`src/design/tvt_pkg.sv`:
```
`timescale 1ns / 1ps

package tvt_pkg;

  // Field and datapath widths
  localparam int DATA_W    = 32;
  localparam int TIME_W    = 31;
  localparam int FRAC_W    = 16;
  localparam int RAD_W     = 2 * DATA_W;
  localparam int ROOT_W    = RAD_W / 2;
  localparam int CFG_IDX_W = 8;

  // Pipeline depth
  localparam int FRONT_STAGES  = 5;
  localparam int SQ_STAGES     = ROOT_W;
  localparam int MAX_IN_FLIGHT = FRONT_STAGES + SQ_STAGES + 2;

  // Saturation bounds
  localparam logic signed [DATA_W-1:0] VEL_MAX = {1'b0, {(DATA_W-1){1'b1}}};
  localparam logic signed [DATA_W-1:0] VEL_MIN = {1'b1, {(DATA_W-1){1'b0}}};

  // Register reset values
  localparam logic [DATA_W-1:0] MAX_VEL_RST   = DATA_W'(65536);
  localparam logic [DATA_W-1:0] ACCEL_RST     = DATA_W'(65536);
  localparam logic [DATA_W-1:0] START_VEL_RST = '0;
  localparam logic [DATA_W-1:0] END_VEL_RST   = '0;

  // Register indexes
  typedef enum logic [CFG_IDX_W-1:0] {
    CFG_MAX_VELOCITY   = CFG_IDX_W'(0),
    CFG_ACCELERATION   = CFG_IDX_W'(1),
    CFG_START_VELOCITY = CFG_IDX_W'(2),
    CFG_END_VELOCITY   = CFG_IDX_W'(3)
  } cfg_idx_t;

  typedef struct packed {
    logic [DATA_W-1:0] max_velocity;
    logic [DATA_W-1:0] acceleration;
    logic [DATA_W-1:0] start_velocity;
    logic [DATA_W-1:0] end_velocity;
  } cfg_regs_t;

  // Branch control that rides alongside the square root
  typedef struct packed {
    logic              dec;
    logic              d_zero;
    logic              same_sign;
    logic [DATA_W-1:0] vel;
  } dec_ctl_t;

endpackage

```
`src/design/tvt_out.sv`:
```
`timescale 1ns / 1ps

module tvt_out (
  input  logic                              clk,
  input  logic                              rst_n,
  output logic                              adv,
  input  logic                              in_valid,
  input  logic        [tvt_pkg::ROOT_W-1:0] in_root,
  input  tvt_pkg::dec_ctl_t                 in_ctl,
  output logic                              out_valid,
  input  logic                              out_ready,
  output logic signed [tvt_pkg::DATA_W-1:0] out_velocity,
  output logic                              out_dec
);
  import tvt_pkg::*;

  logic signed [DATA_W-1:0] vel_nxt;
  logic signed [DATA_W-1:0] root_s;
  logic                     out_vld_r, skid_vld_r;
  logic signed [DATA_W-1:0] out_vel_r, skid_vel_r;
  logic                     out_dec_r, skid_dec_r;
  logic                     load;

  assign root_s = in_root;

  // Apply sign and saturate the braking root, zero for zero distance; otherwise pass the limited ramp
  always_comb begin
    if (!in_ctl.dec) begin
      vel_nxt = in_ctl.vel;
    end else if (in_ctl.d_zero) begin
      vel_nxt = '0;
    end else if (in_ctl.same_sign) begin
      vel_nxt = in_root[ROOT_W-1] ? VEL_MAX : root_s;
    end else begin
      vel_nxt = in_root[ROOT_W-1] ? VEL_MIN : -root_s;
    end
  end

  // Pipeline moves while the skid slot is free
  assign adv  = !skid_vld_r;
  assign load = adv && in_valid;

  always_ff @(posedge clk) begin
    if (!rst_n) begin
      out_vld_r  <= 1'b0;
      skid_vld_r <= 1'b0;
    end else if (out_vld_r && out_ready) begin
      if (skid_vld_r) begin
        skid_vld_r <= 1'b0;
      end else begin
        out_vld_r <= load;
      end
    end else if (!out_vld_r) begin
      out_vld_r <= load;
    end else if (load) begin
      skid_vld_r <= 1'b1;
    end
  end

  // Word registers
  always_ff @(posedge clk) begin
    if (out_vld_r && out_ready && skid_vld_r) begin
      out_vel_r <= skid_vel_r;
      out_dec_r <= skid_dec_r;
    end else if (load && (!out_vld_r || out_ready)) begin
      out_vel_r <= vel_nxt;
      out_dec_r <= in_ctl.dec;
    end
    if (load && out_vld_r && !out_ready) begin
      skid_vel_r <= vel_nxt;
      skid_dec_r <= in_ctl.dec;
    end
  end

  assign out_valid    = out_vld_r;
  assign out_velocity = out_vel_r;
  assign out_dec      = out_dec_r;

endmodule

```
`config.mk`:
```
export PLATFORM = sky130hd
export DESIGN_NAME = tvt_out
export DESIGN_NICKNAME = d
export VERILOG_FILES = /design/src/design/tvt_pkg.sv /design/src/design/tvt_out.sv
export SDC_FILE = /design/constraint.sdc
export NUM_CORES = 1
export LEC_CHECK = 0
export BUFFER_PORTS_ARGS = -buffer_cell sky130_fd_sc_hd__buf_2
export CAP_MARGIN = 5
export CORE_ASPECT_RATIO = 1.75
export CORE_UTILIZATION = 58
export CTS_CLUSTER_DIAMETER = 200
export DETAILED_ROUTE_END_ITERATION = 7
export PLACE_DENSITY_LB_ADDON = 0.3
export SYNTH_ARGS = -nofsm -noshare
export SYNTH_HDL_FRONTEND = slang
export SYNTH_SLANG_ARGS = --single-unit
```
`constraint.sdc`:
```
create_clock -name clk -period 5.2 [get_ports clk]
set_clock_uncertainty 0.15 [all_clocks]
set_input_delay 0 -clock clk [delete_from_list [all_inputs] [get_ports clk]]
set_output_delay 0 -clock clk [all_outputs]
set_load 0.01 [all_outputs]
```
Word-level counts from Yosys, hierarchy flattened
Index checks and enable logic that the tools add are counted.
{ "classes": {"addsub": 1, "eq_ne": 1, "mux": 12, "n_bitwise": 1, "n_reduce_logical": 13} }
{ "ops": {"columns": ["op", "count"], "rows": [
  ["32-bit 2-to-1 mux", 6],
  ["32-bit negation", 1],
  ["31-bit 2-to-1 mux", 1],
  ["1-bit logical AND", 6],
  ["1-bit 2-to-1 mux", 5],
  ["1-bit logical NOT", 3],
  ["2-bit != test, second input constant", 1],
  ["2-bit AND reduction", 1],
  ["2-bit nonzero test", 1],
  ["2-bit OR reduction", 1],
  ["1-bit logical OR", 1],
  ["1-bit NOT", 1]
]} }
{ "word_totals": {"reg_bits": 68, "in_bits": 71, "out_inout_bits": 35, "wordCells": 34} }

Longest topological paths before layout
{ "logic_depth": {"ltp_word": 7, "ltp_mapped": 8, "ltp_nobuf": 7} }

Least setup slack after synthesis
Ideal clock, no wire load.
{ "synth_timing": {"path_kind": "reg-to-reg", "from": "register skid_vld_r", "to": "register skid_dec_r (enable)", "setup_ps": 472, "arrival_ps": 2990, "t_required_ps": 4578, "path_slack_ps": 1589, "stages_incl_launch_ff": 4, "path_buffers": 0, "synth_period_minus_slack_ps": 3611, "path_cell_list": "dfxtp_1 inv_1 nand2_1 nor3b_1"} }
{ "synth_via": {"elab_chain_cells": 4} }
{ "synth_rtl": {"columns": ["element", "line", "text"], "rows": [
  ["start: declaration", "tvt_out.sv:19", "logic out_vld_r, skid_vld_r;"],
  ["start signal: assignment", "tvt_out.sv:46", "skid_vld_r <= 1'b0;"],
  ["start signal: assignment", "tvt_out.sv:49", "skid_vld_r <= 1'b0;"],
  ["start signal: assignment", "tvt_out.sv:56", "skid_vld_r <= 1'b1;"],
  ["1-bit logical NOT", "tvt_out.sv:40", "assign adv = !skid_vld_r;"],
  ["net adv", "tvt_out.sv:6", "output logic adv,"],
  ["1-bit logical AND", "tvt_out.sv:41", "assign load = adv && in_valid;"],
  ["1-bit logical AND (2 in series)", "tvt_out.sv:69", "if (load && out_vld_r && !out_ready) begin"],
  ["end signal: assignment", "tvt_out.sv:71", "skid_dec_r <= in_ctl.dec;"],
  ["end: declaration", "tvt_out.sv:21", "logic out_dec_r, skid_dec_r;"]
]} }
The timed path passes the listed nets, and every way through them passes these cells.
A chain may end at the register's enable or synchronous reset.

Final worst setup path
{ "layout_timing": {"from": "input in_root[31] in the netlist's numbering", "to": "register skid_vel_r[31], data pin"} }
{ "layout_via": {"elab_chain_cells": 5} }
{ "layout_rtl": {"columns": ["element", "line", "text"], "rows": [
  ["start: declaration", "tvt_out.sv:8", "input logic [tvt_pkg::ROOT_W-1:0] in_root,"],
  ["32-bit negation", "tvt_out.sv:35", "vel_nxt = in_root[ROOT_W-1] ? VEL_MIN : -root_s;"],
  ["32-bit 2-to-1 mux *", "tvt_out.sv:35", null],
  ["32-bit 2-to-1 mux *", "tvt_out.sv:32", "end else if (in_ctl.same_sign) begin"],
  ["32-bit 2-to-1 mux *", "tvt_out.sv:30", "end else if (in_ctl.d_zero) begin"],
  ["32-bit 2-to-1 mux *", "tvt_out.sv:28", "if (!in_ctl.dec) begin"],
  ["net vel_nxt[31]", "tvt_out.sv:17", "logic signed [DATA_W-1:0] vel_nxt;"],
  ["end signal: assignment", "tvt_out.sv:70", "skid_vel_r <= vel_nxt;"],
  ["end: declaration", "tvt_out.sv:20", "logic signed [DATA_W-1:0] out_vel_r, skid_vel_r;"]
]} }
Mark *: on every way through the listed nets, which the timed path passes. The rest lies on a longest branch.

==> run summary <==
Before CTS, the worst setup slack after placement is 2210 ps. Via count of the first global-routing pass: 3890. The area share of the leading cell type in the synthesized netlist was 48.7%; the fraction of layout instances using a drive strength above 1 was 28.4%. For this run, global-route usage on met2 was measured as 56.6%.

In the synthesized netlist the dominant register cell turns out to be sky130_fd_sc_hd__edfxtp_1. The count of buffers inserted at the top-level ports works out to 105. The H-tree generated during clock tree synthesis spans 3 levels. The worst setup path is captured at a flop.

The combined global-route utilization of all metal layers is 32.6%, and the clock latency on the worst-skew pair is 340 ps. During synthesis, Yosys emitted a total of 0 warnings. Broken down by cell family, the worst path's largest delay share belongs to simple AND/OR/NAND/NOR gates. The overall die area is 0.00737 mm2. Global routing used 35.8% of the available met1 tracks.

The worst pin sits at a relative slew slack of 29.3%. TritonCTS built the clock tree. In this run, post-CTS hold repair placed 43 buffers. Post-CTS repair changed the size of 0 cells. The number of nets handed over by synthesis was 474.

The cell count after synthesis came out at 402. The last weighted congestion value of the routability-driven placer came out at 0.873. In this run switching power makes up 25.3% of total power. For the number of DRC violations after detailed routing, the log shows 0.

The first global-routing pass estimated 18.0 mm of wire. The run gives 68 as the number of sinks handled by clock tree synthesis. In this run the horizontal extent of the chip is 65.3 um.

The final worst setup slack came out at 2260 ps. For the core outline area, the log shows 0.00681 mm2. The routed length per instance is 18.0 um, and the maximum fanout along the worst path is 42. For this run, the top clock speed supported by timing is 340 MHz.

In the synthesized netlist the async set-or-reset flop fraction comes to 0%. Final max-slew violation count: 0. Ranked by total cell area, the synthesized netlist is headed by sky130_fd_sc_hd__edfxtp_1 (49%), sky130_fd_sc_hd__mux2_2 (5.3%), sky130_fd_sc_hd__nor2_1 (5.0%). In this run the cell area of the synthesized design comes to 0.00407 mm2.

Cell type with the largest total area after synthesis: sky130_fd_sc_hd__edfxtp_1. The worst voltage drop across the vdd grid is 239 uV, and the leakage power is 0.00206 uW. The count of flip-flops with a built-in enable after synthesis is 66, and the final critical path time including I/O delays and setup is 2940 ps. On the worst path, the slowest cell contributes a delay of 780 ps. The effective utilization at floorplan is 59.8%, and the final clock period utilization by the worst path is 56.5%. After the first detailed-routing iteration, the DRC count stood at 345. The tools report the met3 usage in global routing as 6.85%. The power per standard cell area was 270 mW/mm2.

After clock tree synthesis, the clock-pin slew on the worst setup and hold paths is 50 ps. At the worst endpoint, the required time is 5130 ps. The total negative setup slack is 0 ps. The tightest hold path in the finished design has a slack of 8.08 ps.

The tools report the number of antenna violations at the first check in global routing as 0. The pin count of the biggest net entering global routing is 44. Setup repair after global routing left no endpoint under its margin. Cell internal power was estimated by the tool at 1070 uW. The share of total power dissipated in sequential elements is 45.7%.

The slew at the pin closest to its max-slew limit is 1050 ps. The category of the most critical setup path is in2reg. Clock group share of total power: 36.5%. The worst hold path belongs to the class in2reg. In the routed layout, each cell is associated on average with a via count of 6.31.

The I/O pin count was 106. The synthesis-stage register bit count was 68; the count of buffering cells on the critical path with inverters included was 2. The logs give 0 for the total congestion overflow after global routing and 40 for the floorplan row count. Post-layout utilization of the core: 78.1%. In the post-synthesis netlist, the cell with the most instances is sky130_fd_sc_hd__edfxtp_1. The detailed router placed 3952 vias in this run. Maximum clock path buffer count: 2.

The critical path startpoint category was an input pin. The logs give 7.29 mm for the half-perimeter wire length after placement and 9 for the number of clock buffers inserted by TritonCTS. The total number of nets in the final design was 610.

The netlist uses 59 different library cells. Setup violations remaining at the end of the flow were counted as 0. Walking the worst path, the cells encountered are buf_2, nor4_2, nand4_1, or4_1, a22o_1, dlygate4sd3_1. In this run, placement finished with an instance count of 568. The sequential cell area fraction in the yosys report is 49.7%.

The detailed-router iteration count before antenna repair came out at 6. The mean instance size in the synthesized netlist is 10.1 um2. The filler cells instantiated in the layout total 462. The run finished with clean final reports.

The root buffer cell chosen for the clock tree is sky130_fd_sc_hd__clkbuf_16. Most used routing layer: met2. The logs give 11.3 mm for the total wire length and 0 for the post-detailed-route count of antenna-violating nets. Counting instances in the post-synthesis netlist gives the leading cell types as sky130_fd_sc_hd__edfxtp_1 (66), sky130_fd_sc_hd__nor2_1 (54), sky130_fd_sc_hd__o21ai_0 (25).

The final antenna diode count is 0, and the signal arrival time at the worst endpoint is 2870 ps. The number of non-filler instances in the completed layout is 626. The number of setup buffers added after CTS is 0.

Relative to the synthesized area, the layout overhead comes to 30.7%. The run gives 0 as the count of final hold-check violations. In this run the vertical extent of the chip is 113 um.

For this design, the slowest cell found on the critical path is sky130_fd_sc_hd__nor4_2. The reported net switching power was 363 uW; the count of max-cap constraint violations was 0. The logic gate share of total power came out at 17.8%.
-- power groups by stage --
stage | Sequential [uW] | Clock, uW | Combinational [uW]
after global routing | 660 | 544 | 278
after global placement | 667 | 0 | 218
after floorplan | 683 | 0 | 115
final | 657 | 524 | 256
after CTS | 657 | 528 | 252
after detailed placement | 668 | 0 | 224
-- path summary, 6_finish.rpt --
path / depth (start not counted) / slack, ps / from / end
min: 3 / 8 / in_root[5] / skid_vel_r[5]$_DFFE_PP_
max reg2reg: 4 / 2930 / out_valid$_SDFFE_PN0N_ / out_velocity[29]$_DFFE_PP_
min reg2reg: 2 / 380 / skid_dec_r$_DFFE_PP_ / out_dec$_DFFE_PP_
max: 6 / 2260 / in_root[31] / skid_vel_r[31]$_DFFE_PP_
-- area by class of cell --
cell class	count	area, um2	share of cell area [%]
well taps	84	105	1.98
repair buffers	152	986	18.5
multi-input cells	298	1920	36.1
clock buffers	10	229	4.31
inverters	9	33.8	0.636
flip-flops and latches	68	2020	38.0
clock inverters	5	20.0	0.377
-- registers in the layout (all words and copies together), names as in the netlist --
signal,count
out_velocity,32
skid_vel_r,32
out_dec,1
out_valid,1
skid_dec_r,1
skid_vld_r,1
-- per-stage QoR --
step | power, uW | cell area (um2)
floorplan | 798 | 4070
global placement | 884 | 4640
detailed placement | 892 | 4640
CTS | 1440 | 5320
global route | 1480 | 5320
finish | 1440 | 5320
-- kinds of logic (layout without fill, tap and decap cells) --
family / count (synthesis) / after routing / share of synthesized area [%]
flip-flops: 68 / 68 / 49.7
AO/OA/AOI/OAI: 113 / 113 / 19.7
multiplexers: 23 / 23 / 6.37
adder cells (fa/ha/maj): 1 / 1 / 0.308
AND/OR/NAND/NOR: 157 / 157 / 19.7
buffers and inverters: 36 / 176 / 3.35
XOR/XNOR: 4 / 4 / 0.861
-- routing by layer --
metal	vias up	part of all wire, %
met5	-	0
met2	222	53
met1	1850	37
li1	1843	-
met3	37	6.7
met4	0	3.3
-- cell usage in the layout, fill, tap and decap left out, types with 5 or more instances in the layout --
master	count
sky130_fd_sc_hd__edfxtp_1	66
sky130_fd_sc_hd__or4_1	6
sky130_fd_sc_hd__a22o_1	6
sky130_fd_sc_hd__a31oi_1	11
sky130_fd_sc_hd__o21ai_0	25
sky130_fd_sc_hd__nand3_1	7
sky130_fd_sc_hd__nor4_1	9
sky130_fd_sc_hd__nor2_1	54
sky130_fd_sc_hd__inv_1	8
sky130_fd_sc_hd__nand2b_1	5
sky130_fd_sc_hd__o2bb2ai_1	8
sky130_fd_sc_hd__clkbuf_16	9
sky130_fd_sc_hd__dlygate4sd3_1	43
sky130_fd_sc_hd__buf_2	105
sky130_fd_sc_hd__nor3_1	16
sky130_fd_sc_hd__a211oi_1	7
sky130_fd_sc_hd__clkinv_1	5
sky130_fd_sc_hd__nand4_1	5
sky130_fd_sc_hd__mux2_2	19
sky130_fd_sc_hd__a21oi_1	14
sky130_fd_sc_hd__or3_1	6
sky130_fd_sc_hd__or2_2	6
sky130_fd_sc_hd__nand2_1	24
-- worst min-delay path: stages --
cell and delay (ps):
sky130_fd_sc_hd__buf_2 120, sky130_fd_sc_hd__a211oi_1 90, sky130_fd_sc_hd__o2bb2ai_1 160
Power figures use the tool's default switching activity.
